<file path="config.mk">
export PLATFORM = sky130hd
export DESIGN_NAME = radix_base_converter
export DESIGN_NICKNAME = d
export VERILOG_FILES = /design/src/sv/rbc_pkg.sv /design/src/sv/rbc_front.sv /design/src/sv/rbc_queue.sv /design/src/sv/rbc_back.sv /design/src/sv/radix_base_converter.sv
export SDC_FILE = /design/constraint.sdc
export NUM_CORES = 2
export LEC_CHECK = 0
export BUFFER_PORTS_ARGS = -buffer_cell sky130_fd_sc_hd__buf_4
export CORE_MARGIN = 5
export CORE_UTILIZATION = 40
export CTS_CLUSTER_DIAMETER = 30
export CTS_CLUSTER_SIZE = 40
export DETAILED_ROUTE_END_ITERATION = 10
export MAX_ROUTING_LAYER = met4
export PLACE_DENSITY = 0.58
export SLEW_MARGIN = 20
export SYNTH_ARGS = -nofsm -noshare
export SYNTH_HDL_FRONTEND = slang
export SYNTH_SLANG_ARGS = --single-unit
</file>
<file path="constraint.sdc">
create_clock -name clock -period 13.32 [get_ports clock]
set_input_delay 1.998 -clock clock [delete_from_list [all_inputs] [get_ports clock]]
set_output_delay 1.998 -clock clock [all_outputs]
set_load 0.01 [all_outputs]
</file>
<file path="src/sv/rbc_pkg.sv">
// Shared types and constants for the radix base converter.
`default_nettype none

package rbc_pkg;

   localparam int DIGIT_SLOTS = 32;
   localparam int SLOT_AW     = $clog2(DIGIT_SLOTS);
   localparam int COUNT_W     = $clog2(DIGIT_SLOTS + 1);
   localparam int VALUE_W     = 31;
   localparam int BASE_W      = 6;
   localparam int DIGIT_W     = 6;

   localparam logic [VALUE_W-1:0] VALUE_MAX = '1;

   typedef enum logic [1:0] {
      STATUS_DIGIT    = 2'd0,
      STATUS_EMPTY    = 2'd1,
      STATUS_OVERFLOW = 2'd2
   } status_type;

   typedef struct packed {
      status_type         status;
      logic [VALUE_W-1:0] value;
      logic [BASE_W-1:0]  base;
   } job_type;

endpackage

`default_nettype wire

</file>
<file path="src/sv/rbc_front.sv">
// Front end: accepts numbers, evaluates their digits in the source base, classifies the value.
`default_nettype none

module rbc_front (
   input  wire logic                 clock,
   input  wire logic                 reset,
   input  wire logic                 start,
   output logic                      busy,
   input  wire logic [31:0]          req_digit_number,
   input  wire logic [3:0]           req_source_base,
   input  wire logic [5:0]           req_target_base,
   output logic                      push_valid,
   output rbc_pkg::job_type          push_job,
   input  wire logic                 push_ready
);
   import rbc_pkg::*;

   localparam int          PROD_W          = VALUE_W + 32;
   localparam logic [31:0] RECIP_TEN       = 32'hCCCC_CCCD;
   localparam int          RECIP_TEN_SHIFT = 35;
   localparam int          TERM_W          = VALUE_W + 5;
   localparam logic [BASE_W-1:0] BASE_MIN  = BASE_W'(2);
   localparam logic [BASE_W-1:0] BASE_MAX  = BASE_W'(36);

   typedef enum logic [2:0] {
      F_IDLE,
      F_MUL,
      F_DIG,
      F_ACC,
      F_PUSH
   } state_type;

   state_type           state_ff, state_in;
   logic [VALUE_W-1:0]  rest_ff, rest_in;
   logic [PROD_W-1:0]   prod_ff, prod_in;
   logic [3:0]          digit_ff, digit_in;
   logic [VALUE_W-1:0]  value_ff, value_in;
   logic                ovf_ff, ovf_in;
   logic [VALUE_W-1:0]  weight_ff, weight_in;
   logic                wbig_ff, wbig_in;
   logic [3:0]          sbase_ff, sbase_in;
   logic [BASE_W-1:0]   tbase_ff, tbase_in;
   job_type             job_ff, job_in;

   logic [VALUE_W-1:0]  quot;
   logic [TERM_W-1:0]   term;
   logic [TERM_W-1:0]   sum;
   logic [TERM_W-1:0]   wprod;
   logic [BASE_W-1:0]   tbase_sat;

   always_comb begin
      quot      = VALUE_W'(prod_ff >> RECIP_TEN_SHIFT);
      term      = TERM_W'(digit_ff) * TERM_W'(weight_ff);
      sum       = TERM_W'(value_ff) + term;
      wprod     = TERM_W'(weight_ff) * TERM_W'(sbase_ff);
      tbase_sat = req_target_base;
      if (req_target_base < BASE_MIN) begin
         tbase_sat = BASE_MIN;
      end else if (req_target_base > BASE_MAX) begin
         tbase_sat = BASE_MAX;
      end

      state_in  = state_ff;
      rest_in   = rest_ff;
      prod_in   = prod_ff;
      digit_in  = digit_ff;
      value_in  = value_ff;
      ovf_in    = ovf_ff;
      weight_in = weight_ff;
      wbig_in   = wbig_ff;
      sbase_in  = sbase_ff;
      tbase_in  = tbase_ff;
      job_in    = job_ff;

      case (state_ff)
         F_IDLE: begin
            if (start) begin
               tbase_in  = tbase_sat;
               sbase_in  = req_source_base;
               rest_in   = req_digit_number[VALUE_W-1:0];
               value_in  = '0;
               ovf_in    = 1'b0;
               weight_in = VALUE_W'(1);
               wbig_in   = 1'b0;
               if (req_digit_number == 32'd0 || req_digit_number[31]) begin
                  job_in.status = STATUS_EMPTY;
                  job_in.value  = '0;
                  job_in.base   = tbase_sat;
                  state_in      = F_PUSH;
               end else begin
                  state_in = F_MUL;
               end
            end
         end
         F_MUL: begin
            prod_in  = PROD_W'(rest_ff) * PROD_W'(RECIP_TEN);
            state_in = F_DIG;
         end
         F_DIG: begin
            digit_in = rest_ff[3:0] - {quot[0], 3'b000} - {quot[2:0], 1'b0};
            rest_in  = quot;
            state_in = F_ACC;
         end
         F_ACC: begin
            value_in  = sum[VALUE_W-1:0];
            ovf_in    = ovf_ff || (digit_ff != 4'd0 && wbig_ff) ||
                        (sum > TERM_W'(VALUE_MAX));
            weight_in = wprod[VALUE_W-1:0];
            wbig_in   = (sbase_ff != 4'd0) && (wbig_ff || wprod > TERM_W'(VALUE_MAX));
            if (rest_ff == '0) begin
               job_in.value = value_in;
               job_in.base  = tbase_ff;
               if (ovf_in) begin
                  job_in.status = STATUS_OVERFLOW;
               end else if (value_in == '0) begin
                  job_in.status = STATUS_EMPTY;
               end else begin
                  job_in.status = STATUS_DIGIT;
               end
               state_in = F_PUSH;
            end else begin
               state_in = F_MUL;
            end
         end
         F_PUSH: begin
            if (push_ready) begin
               state_in = F_IDLE;
            end
         end
         default: begin
            state_in = F_IDLE;
         end
      endcase
   end

   always_ff @(posedge clock) begin
      if (reset) begin
         state_ff <= F_IDLE;
      end else begin
         state_ff <= state_in;
      end
      rest_ff   <= rest_in;
      prod_ff   <= prod_in;
      digit_ff  <= digit_in;
      value_ff  <= value_in;
      ovf_ff    <= ovf_in;
      weight_ff <= weight_in;
      wbig_ff   <= wbig_in;
      sbase_ff  <= sbase_in;
      tbase_ff  <= tbase_in;
      job_ff    <= job_in;
   end

   assign busy       = (state_ff != F_IDLE);
   assign push_valid = (state_ff == F_PUSH);
   assign push_job   = job_ff;

endmodule

`default_nettype wire

</file>
<file path="src/sv/rbc_queue.sv">
// Short job queue between the front end and the back end.
`default_nettype none

module rbc_queue (
   input  wire logic        clock,
   input  wire logic        reset,
   input  wire logic        push_valid,
   input  wire rbc_pkg::job_type push_job,
   output logic             push_ready,
   input  wire logic        pop,
   output logic             pop_valid,
   output rbc_pkg::job_type pop_job
);
   import rbc_pkg::*;

   localparam int QUEUE_DEPTH = 2;
   localparam int PTR_W       = (QUEUE_DEPTH > 1) ? $clog2(QUEUE_DEPTH) : 1;
   localparam int CNT_W       = $clog2(QUEUE_DEPTH + 1);

   job_type           entries_ff [QUEUE_DEPTH];
   logic [PTR_W-1:0]  wr_ptr_ff, wr_ptr_in;
   logic [PTR_W-1:0]  rd_ptr_ff, rd_ptr_in;
   logic [CNT_W-1:0]  count_ff, count_in;
   logic              do_push;
   logic              do_pop;

   always_comb begin
      push_ready = (count_ff != CNT_W'(QUEUE_DEPTH));
      pop_valid  = (count_ff != '0);
      pop_job    = entries_ff[rd_ptr_ff];
      do_push    = push_valid && push_ready;
      do_pop     = pop && pop_valid;

      wr_ptr_in = wr_ptr_ff;
      rd_ptr_in = rd_ptr_ff;
      count_in  = count_ff;
      if (do_push) begin
         wr_ptr_in = (wr_ptr_ff == PTR_W'(QUEUE_DEPTH - 1)) ? '0 : wr_ptr_ff + PTR_W'(1);
      end
      if (do_pop) begin
         rd_ptr_in = (rd_ptr_ff == PTR_W'(QUEUE_DEPTH - 1)) ? '0 : rd_ptr_ff + PTR_W'(1);
      end
      if (do_push && !do_pop) begin
         count_in = count_ff + CNT_W'(1);
      end else if (do_pop && !do_push) begin
         count_in = count_ff - CNT_W'(1);
      end
   end

   always_ff @(posedge clock) begin
      if (reset) begin
         wr_ptr_ff <= '0;
         rd_ptr_ff <= '0;
         count_ff  <= '0;
      end else begin
         wr_ptr_ff <= wr_ptr_in;
         rd_ptr_ff <= rd_ptr_in;
         count_ff  <= count_in;
      end
      if (do_push) begin
         entries_ff[wr_ptr_ff] <= push_job;
      end
   end

endmodule

`default_nettype wire

</file>
<file path="src/sv/rbc_back.sv">
// Back end: divides by the target base into the digit store and plays the digits out.
`default_nettype none

module rbc_back (
   input  wire logic             clock,
   input  wire logic             reset,
   input  wire logic             pop_valid,
   input  wire rbc_pkg::job_type pop_job,
   output logic                  pop,
   output logic                  rsp_strobe,
   output logic [7:0]            rsp_digit_char,
   output logic                  rsp_last_digit,
   output logic [1:0]            rsp_status
);
   import rbc_pkg::*;

   localparam int        PROD_W    = 2 * VALUE_W;
   localparam int        RECIP_SH  = VALUE_W;
   localparam int        REM_W     = BASE_W + 1;
   localparam logic [7:0] CHAR_ZERO = 8'h30;
   localparam logic [7:0] CHAR_A    = 8'h41;
   localparam logic [DIGIT_W-1:0] DIGIT_NINE = DIGIT_W'(9);
   localparam logic [7:0] TEN       = 8'd10;

   typedef enum logic [2:0] {
      B_IDLE,
      B_MUL,
      B_QD,
      B_FIX,
      B_READ
   } state_type;

   function automatic logic [VALUE_W-1:0] base_recip(input logic [BASE_W-1:0] b);
      logic [VALUE_W-1:0] r;
      case (b)
         6'd3:  r = 31'd715827882;
         6'd4:  r = 31'd536870912;
         6'd5:  r = 31'd429496729;
         6'd6:  r = 31'd357913941;
         6'd7:  r = 31'd306783378;
         6'd8:  r = 31'd268435456;
         6'd9:  r = 31'd238609294;
         6'd10: r = 31'd214748364;
         6'd11: r = 31'd195225786;
         6'd12: r = 31'd178956970;
         6'd13: r = 31'd165191049;
         6'd14: r = 31'd153391689;
         6'd15: r = 31'd143165576;
         6'd16: r = 31'd134217728;
         6'd17: r = 31'd126322567;
         6'd18: r = 31'd119304647;
         6'd19: r = 31'd113025455;
         6'd20: r = 31'd107374182;
         6'd21: r = 31'd102261126;
         6'd22: r = 31'd97612893;
         6'd23: r = 31'd93368854;
         6'd24: r = 31'd89478485;
         6'd25: r = 31'd85899345;
         6'd26: r = 31'd82595524;
         6'd27: r = 31'd79536431;
         6'd28: r = 31'd76695844;
         6'd29: r = 31'd74051160;
         6'd30: r = 31'd71582788;
         6'd31: r = 31'd69273666;
         6'd32: r = 31'd67108864;
         6'd33: r = 31'd65075262;
         6'd34: r = 31'd63161283;
         6'd35: r = 31'd61356675;
         6'd36: r = 31'd59652323;
         default: r = 31'd1073741824;
      endcase
      return r;
   endfunction

   function automatic logic [7:0] to_ascii(input logic [DIGIT_W-1:0] d);
      logic [7:0] c;
      if (d > DIGIT_NINE) begin
         c = 8'(d) - TEN + CHAR_A;
      end else begin
         c = 8'(d) + CHAR_ZERO;
      end
      return c;
   endfunction

   state_type            state_ff, state_in;
   logic [VALUE_W-1:0]   value_ff, value_in;
   logic [BASE_W-1:0]    base_ff, base_in;
   logic [PROD_W-1:0]    prod_ff, prod_in;
   logic [VALUE_W-1:0]   quot_ff, quot_in;
   logic [VALUE_W-1:0]   qd_ff, qd_in;
   logic [COUNT_W-1:0]   count_ff, count_in;
   logic [SLOT_AW-1:0]   idx_ff, idx_in;
   logic                 pend_ff, pend_in;
   logic                 pend_last_ff, pend_last_in;
   status_type           pend_status_ff, pend_status_in;
   logic                 rsp_strobe_ff;
   logic [7:0]           rsp_char_ff, rsp_char_in;
   logic                 rsp_last_ff;
   status_type           rsp_status_ff;

   logic [DIGIT_W-1:0]   store [DIGIT_SLOTS];
   logic [DIGIT_W-1:0]   rd_data_ff;
   logic                 wr_en;
   logic [SLOT_AW-1:0]   wr_addr;
   logic [DIGIT_W-1:0]   wr_data;

   logic [VALUE_W-1:0]   quot0;
   logic [REM_W-1:0]     rem0;
   logic [REM_W-1:0]     rem_fix;
   logic [VALUE_W-1:0]   quot_fix;

   always_comb begin
      quot0    = VALUE_W'(prod_ff >> RECIP_SH);
      rem0     = REM_W'(value_ff - qd_ff);
      rem_fix  = rem0;
      quot_fix = quot_ff;
      if (rem0 >= REM_W'(base_ff)) begin
         rem_fix  = rem0 - REM_W'(base_ff);
         quot_fix = quot_ff + VALUE_W'(1);
      end

      state_in       = state_ff;
      value_in       = value_ff;
      base_in        = base_ff;
      prod_in        = prod_ff;
      quot_in        = quot_ff;
      qd_in          = qd_ff;
      count_in       = count_ff;
      idx_in         = idx_ff;
      pend_in        = 1'b0;
      pend_last_in   = 1'b0;
      pend_status_in = STATUS_DIGIT;
      pop            = 1'b0;
      wr_en          = 1'b0;
      wr_addr        = count_ff[SLOT_AW-1:0];
      wr_data        = DIGIT_W'(rem_fix);

      case (state_ff)
         B_IDLE: begin
            pop = pop_valid;
            if (pop_valid) begin
               if (pop_job.status != STATUS_DIGIT) begin
                  pend_in        = 1'b1;
                  pend_last_in   = 1'b1;
                  pend_status_in = pop_job.status;
               end else begin
                  value_in = pop_job.value;
                  base_in  = pop_job.base;
                  count_in = '0;
                  state_in = B_MUL;
               end
            end
         end
         B_MUL: begin
            prod_in  = PROD_W'(value_ff) * PROD_W'(base_recip(base_ff));
            state_in = B_QD;
         end
         B_QD: begin
            quot_in  = quot0;
            qd_in    = VALUE_W'(quot0 * VALUE_W'(base_ff));
            state_in = B_FIX;
         end
         B_FIX: begin
            wr_en    = 1'b1;
            value_in = quot_fix;
            count_in = count_ff + COUNT_W'(1);
            if (quot_fix == '0) begin
               idx_in   = count_ff[SLOT_AW-1:0];
               state_in = B_READ;
            end else if (count_in == COUNT_W'(DIGIT_SLOTS)) begin
               pend_in        = 1'b1;
               pend_last_in   = 1'b1;
               pend_status_in = STATUS_OVERFLOW;
               count_in       = '0;
               state_in       = B_IDLE;
            end else begin
               state_in = B_MUL;
            end
         end
         B_READ: begin
            pend_in      = 1'b1;
            pend_last_in = (idx_ff == '0);
            if (idx_ff == '0) begin
               state_in = B_IDLE;
            end else begin
               idx_in = idx_ff - SLOT_AW'(1);
            end
         end
         default: begin
            state_in = B_IDLE;
         end
      endcase

      rsp_char_in = (pend_status_ff == STATUS_DIGIT) ? to_ascii(rd_data_ff) : 8'd0;
   end

   always_ff @(posedge clock) begin
      if (wr_en) begin
         store[wr_addr] <= wr_data;
      end
      rd_data_ff <= store[idx_ff];
   end

   always_ff @(posedge clock) begin
      if (reset) begin
         state_ff      <= B_IDLE;
         count_ff      <= '0;
         pend_ff       <= 1'b0;
         rsp_strobe_ff <= 1'b0;
      end else begin
         state_ff      <= state_in;
         count_ff      <= count_in;
         pend_ff       <= pend_in;
         rsp_strobe_ff <= pend_ff;
      end
      value_ff       <= value_in;
      base_ff        <= base_in;
      prod_ff        <= prod_in;
      quot_ff        <= quot_in;
      qd_ff          <= qd_in;
      idx_ff         <= idx_in;
      pend_last_ff   <= pend_last_in;
      pend_status_ff <= pend_status_in;
      rsp_char_ff    <= rsp_char_in;
      rsp_last_ff    <= pend_last_ff;
      rsp_status_ff  <= pend_status_ff;
   end

   assign rsp_strobe     = rsp_strobe_ff;
   assign rsp_digit_char = rsp_char_ff;
   assign rsp_last_digit = rsp_last_ff;
   assign rsp_status     = rsp_status_ff;

endmodule

`default_nettype wire

</file>
<file path="src/sv/radix_base_converter.sv">
// Top level of the radix base converter.
//
// Usage: drive req_digit_number, req_source_base and req_target_base and raise start;
// the transaction is taken at a rising edge where start is high and busy is low.
// The decimal digits of the number are weighed in the source base and the value is
// written out in the target base (saturated to 2..36) as ASCII, most significant first.
// Each result sits on the rsp_ ports for one cycle with rsp_strobe high; rsp_last_digit
// marks the final result of a transaction. Zero or negative numbers, and values that
// come to zero, give one result with status empty; values above 2^31-1 give one result
// with status overflow. The receiver cannot stall the result stream.
// Flow: for each decimal digit the front end does a multiply by the reciprocal of ten,
// a digit extract and a multiply-accumulate, and busy stays high through these steps and
// the push, longer while the queue is full. A two-entry queue decouples it from the back
// end, which for each output digit does a reciprocal multiply, quotient times base and a
// correction, then reads the store back one digit per cycle. The front end can take a new
// number while the back end still works on earlier ones.
// Reset empties the queue and idles both ends; no clearing pass.
`default_nettype none

module radix_base_converter (
   input  wire logic        clock,
   input  wire logic        reset,
   input  wire logic        start,
   output logic             busy,
   input  wire logic [31:0] req_digit_number,
   input  wire logic [3:0]  req_source_base,
   input  wire logic [5:0]  req_target_base,
   output logic             rsp_strobe,
   output logic [7:0]       rsp_digit_char,
   output logic             rsp_last_digit,
   output logic [1:0]       rsp_status
);
   import rbc_pkg::*;

   logic    push_valid;
   logic    push_ready;
   job_type push_job;
   logic    pop;
   logic    pop_valid;
   job_type pop_job;

   rbc_front u_front (
      .clock            (clock),
      .reset            (reset),
      .start            (start),
      .busy             (busy),
      .req_digit_number (req_digit_number),
      .req_source_base  (req_source_base),
      .req_target_base  (req_target_base),
      .push_valid       (push_valid),
      .push_job         (push_job),
      .push_ready       (push_ready)
   );

   rbc_queue u_queue (
      .clock      (clock),
      .reset      (reset),
      .push_valid (push_valid),
      .push_job   (push_job),
      .push_ready (push_ready),
      .pop        (pop),
      .pop_valid  (pop_valid),
      .pop_job    (pop_job)
   );

   rbc_back u_back (
      .clock          (clock),
      .reset          (reset),
      .pop_valid      (pop_valid),
      .pop_job        (pop_job),
      .pop            (pop),
      .rsp_strobe     (rsp_strobe),
      .rsp_digit_char (rsp_digit_char),
      .rsp_last_digit (rsp_last_digit),
      .rsp_status     (rsp_status)
   );

`ifndef NO_ASSERTIONS
   assert property (@(posedge clock) disable iff (reset)
      rsp_strobe && rsp_status != STATUS_DIGIT |-> rsp_last_digit && rsp_digit_char == 8'd0)
      else $error("status result without last mark or with a character");

   assert property (@(posedge clock) disable iff (reset)
      start && !busy |=> busy)
      else $error("front end not busy after taking a transaction");

   assert property (@(posedge clock) disable iff (reset)
      push_valid && !push_ready |=> push_valid && $stable(push_job))
      else $error("front end dropped or changed a job while the queue was full");

   assert property (@(posedge clock) disable iff (reset)
      rsp_strobe && rsp_status == STATUS_DIGIT |->
         (rsp_digit_char >= 8'h30 && rsp_digit_char <= 8'h39) ||
         (rsp_digit_char >= 8'h41 && rsp_digit_char <= 8'h5A))
      else $error("digit result outside 0-9 and A-Z");
`endif

endmodule

`default_nettype wire
</file>
==> impl_results.md <==
* Status: finished, final reports clean
* Yosys warning total at 0
* Clock period minus final worst setup slack at 9350 ps
* GR Util All Layers at 21.4%
* Final routed wire length divided by cell count at 20.5 um
* Number of input and output port buffers inserted at 57
* Total negative setup slack at 0 ps
* Final worst-path cycle share at roughly 70%
* Count of max-cap constraint violations at 0
* Worst slew slack as a fraction of its limit at 31.8%
* Main synth FF type: edfxtp_1
* Mapped Area at 0.0758 mm2
* Cells after Synth at approximately 7,200
* Clock buffer depth at 3
* Post-Route WL at 201 mm
* Number of pins exceeding their max-slew limit in the final report at 0
* Clock network latency to the later pin of the worst-skew pair at between 700 and 800 ps
* Flops & latches, synth at approximately 630
* GRT Residual Overflow at 0
* Routability-driven placement congestion ratio at about 0.9
* TritonCTS Sinks at 627
* Slew at the pin closest to its max-slew limit at 1020 ps
* Critical Path Sink Type: flop
* Floorplan die height at 445 um
* DRC errors left at 0
* Maximum number of pins on one net before global-route repair at 65
* Count of final hold-check violations at 0
* Required arrival time at the worst endpoint at 13,800 ps
* Worst Path Arrival at 9830 ps
* Type of element launching the critical path: flop
* Number of instances resized during post-cts repair at 0
* Fraction of registers with async set or reset after synthesis at 0%
* Width of the die at roughly 450 um
* Root buf cell: clkbuf_16
* Mean Syn Cell Area at ~10 um2
* Total core area at 0.188 mm2
* Die Footprint at roughly 0.20 mm2
* Vias/cell at 5.19
* Number of hold buffers added after cts at 0
* Distinct cell type count after synthesis at 81
* Via count of the first global-routing pass at 55,300
* Number of enable-type register cells in the synthesized netlist at 557
* F_max at between 100 and 150 MHz
* Number of buffers inserted by post-CTS setup repair at 0
* Unrepaired setup endpoints after global routing: false
* Sequential fraction of the synthesis area at 23.9%
* Reg clk slew, reported paths at ~40 ps
* Half-perimeter wire length after placement at 151 mm
* Fraction of layout cells with a size suffix above 1 at 7.32%
* Global-route wire length before repair at 321 mm
* Critical path class: flop to flop
* Total vias in the final route at 51,000
* TritonCTS Buffers at 141
* Worst min-delay path category: flop to flop
* Starting density of the core at 40.3%
* Antenna violations before repair at 4
* Number of nets in the final layout at between 9,000 and 10,000
* Worst setup timing slack at the placement stage at 4040 ps
* Maximum net fanout on the critical path at 21
* Detail Route Antenna Nets at 0
* Drt first pass iters at 5
* CTS tree: yes
* Clk_skew at between 40 and 50 ps
* Post-Synthesis Net Count at 9,196
* Area overhead of the layout relative to synthesis at 10.6%
* Number of ports placed on the die boundary at 58
* Total number of placement rows at 159
* Drt initial violations at ~3,000
* Launch point of the worst hold path: u_back.pend_last_ff
* Worst Slack Setup Final at 3970 ps
* Total number of H-tree levels at 4
* Count of final setup violators at 0
## flip-flops by register name, summed over array words and instances, names as in the netlist, 5 cells and up, named ones only
register,count
u_back.idx_ff,5
u_back.store,192
u_back.rsp_digit_char,8
u_back.base_ff,6
u_back.value_ff,31
u_front.weight_ff,31
u_back.rd_data_ff,6
u_back.qd_ff,7
u_front.rest_ff,31
u_back.prod_ff,31
u_back.count_ff,6
u_back.quot_ff,31
u_queue.entries_ff,78
u_front.value_ff,31
u_front.prod_ff,28
u_front.push_job,39
u_front.tbase_ff,6
## logic make-up after synthesis
logic type	Yosys count	synth area share [%]
compound gates	636	5.42
xor+xnor	176	2.03
fa+ha+maj	1927	44.1
buf+inv	1702	8.46
flops	627	23.9
mux	140	2.92
simple gates	2017	13.2
## worst max-delay path, stage by stage, from the launching register on
cell and delay, ps:
dfxtp_1 530, buf_4 370, and2_1 220, fa_1 530, inv_1 50, fa_1 520
inv_1 50, fa_1 500, inv_1 60, fa_1 530, inv_1 50, fa_1 490
fa_1 430, fa_1 510, fa_1 430, ha_1 310, a21oi_1 220, o211ai_1 230
a2111oi_0 390, o31ai_1 270, a221oi_2 580, o21ai_1 410, a21oi_2 390, o211ai_1 210
a211oi_1 460, o21ai_0 170, xor2_1 160
## per-layer routing
metal	GRT usage, %	wire (um)	vias up
li1	-	-	22900
met1	27.7	85600	26300
met2	35.5	98600	1412
met3	2.82	10600	314
met4	6.20	6000	0
met5	-	0	-
## cell usage after synthesis (all sizes together), types with 14 or more instances
cell | count | area, um2
a211oi | 45 | 338
a31oi | 20 | 125
o21a | 26 | 195
o31ai | 17 | 128
xor2 | 83 | 727
o21ai | 144 | 724
nand2b | 19 | 119
a21o | 72 | 541
and4 | 14 | 123
mux2 | 47 | 529
inv | 1388 | 5210
buf | 27 | 121
and3 | 19 | 119
nor2b | 45 | 282
mux2i | 33 | 330
dfxtp | 70 | 1400
xnor2 | 93 | 815
nand3 | 53 | 265
nand2 | 803 | 3010
and2 | 651 | 4080
clkbuf | 286 | 1070
nor2 | 244 | 916
ha | 690 | 8630
fa | 1236 | 24700
or3 | 18 | 113
or2 | 15 | 93.8
mux4 | 60 | 1350
o2111ai | 15 | 131
o211ai | 22 | 165
nand4 | 36 | 225
o22ai | 14 | 87.6
a21oi | 165 | 830
edfxtp | 557 | 16700
nor3 | 50 | 255
nor4 | 18 | 113
## final timing paths
kind / end / cells after the start / slack, ps
worst min-delay path: u_back.rsp_last_digit / 0 / 390
worst max-delay path: u_back.prod_ff[55] / 26 / 3970
worst max register to register: u_back.prod_ff[55] / 26 / 3970
worst min register to register: u_back.rsp_last_digit / 0 / 390
## layout by cell type, fill, tap and decap left out, types with 135 or more instances in the layout
master and count:
o21ai_0 135, and2_1 649, clkbuf_16 143, nor2_1 243
fa_1 1236, a21oi_1 163, inv_1 1388, ha_1 690
nand2_1 801, edfxtp_1 557, buf_4 144
## final cells by class
cell class                      count  area (um2)
Fill cell                       17600      104000
Timing Repair Buffer              152        1230
Tap cell                         2495        3120
Sequential cell                   627       18100
Clock buffer                      153        3620
Clock inverter                    108        1190
Antenna cell                        3        7.51
Inverter                         1389        5210
Multi-Input combinational cell   4896       51300
## through the flow
step | area (um2) | hold slack, ps | utilization, % | cells
after floorplan | 75800 | 310 | - | 7225
after global placement | 78900 | 384 | 41.9 | 9551
after detailed placement | 78900 | 389 | 42.0 | 9552
after CTS | 83700 | 385 | 44.5 | 9813
after global routing | 83800 | 394 | 44.6 | 9821
final | 83800 | 387 | 44.6 | 9823
Power is not shown: default switching activity piles up to over one toggle a cycle in this logic, so the estimate is an artifact.
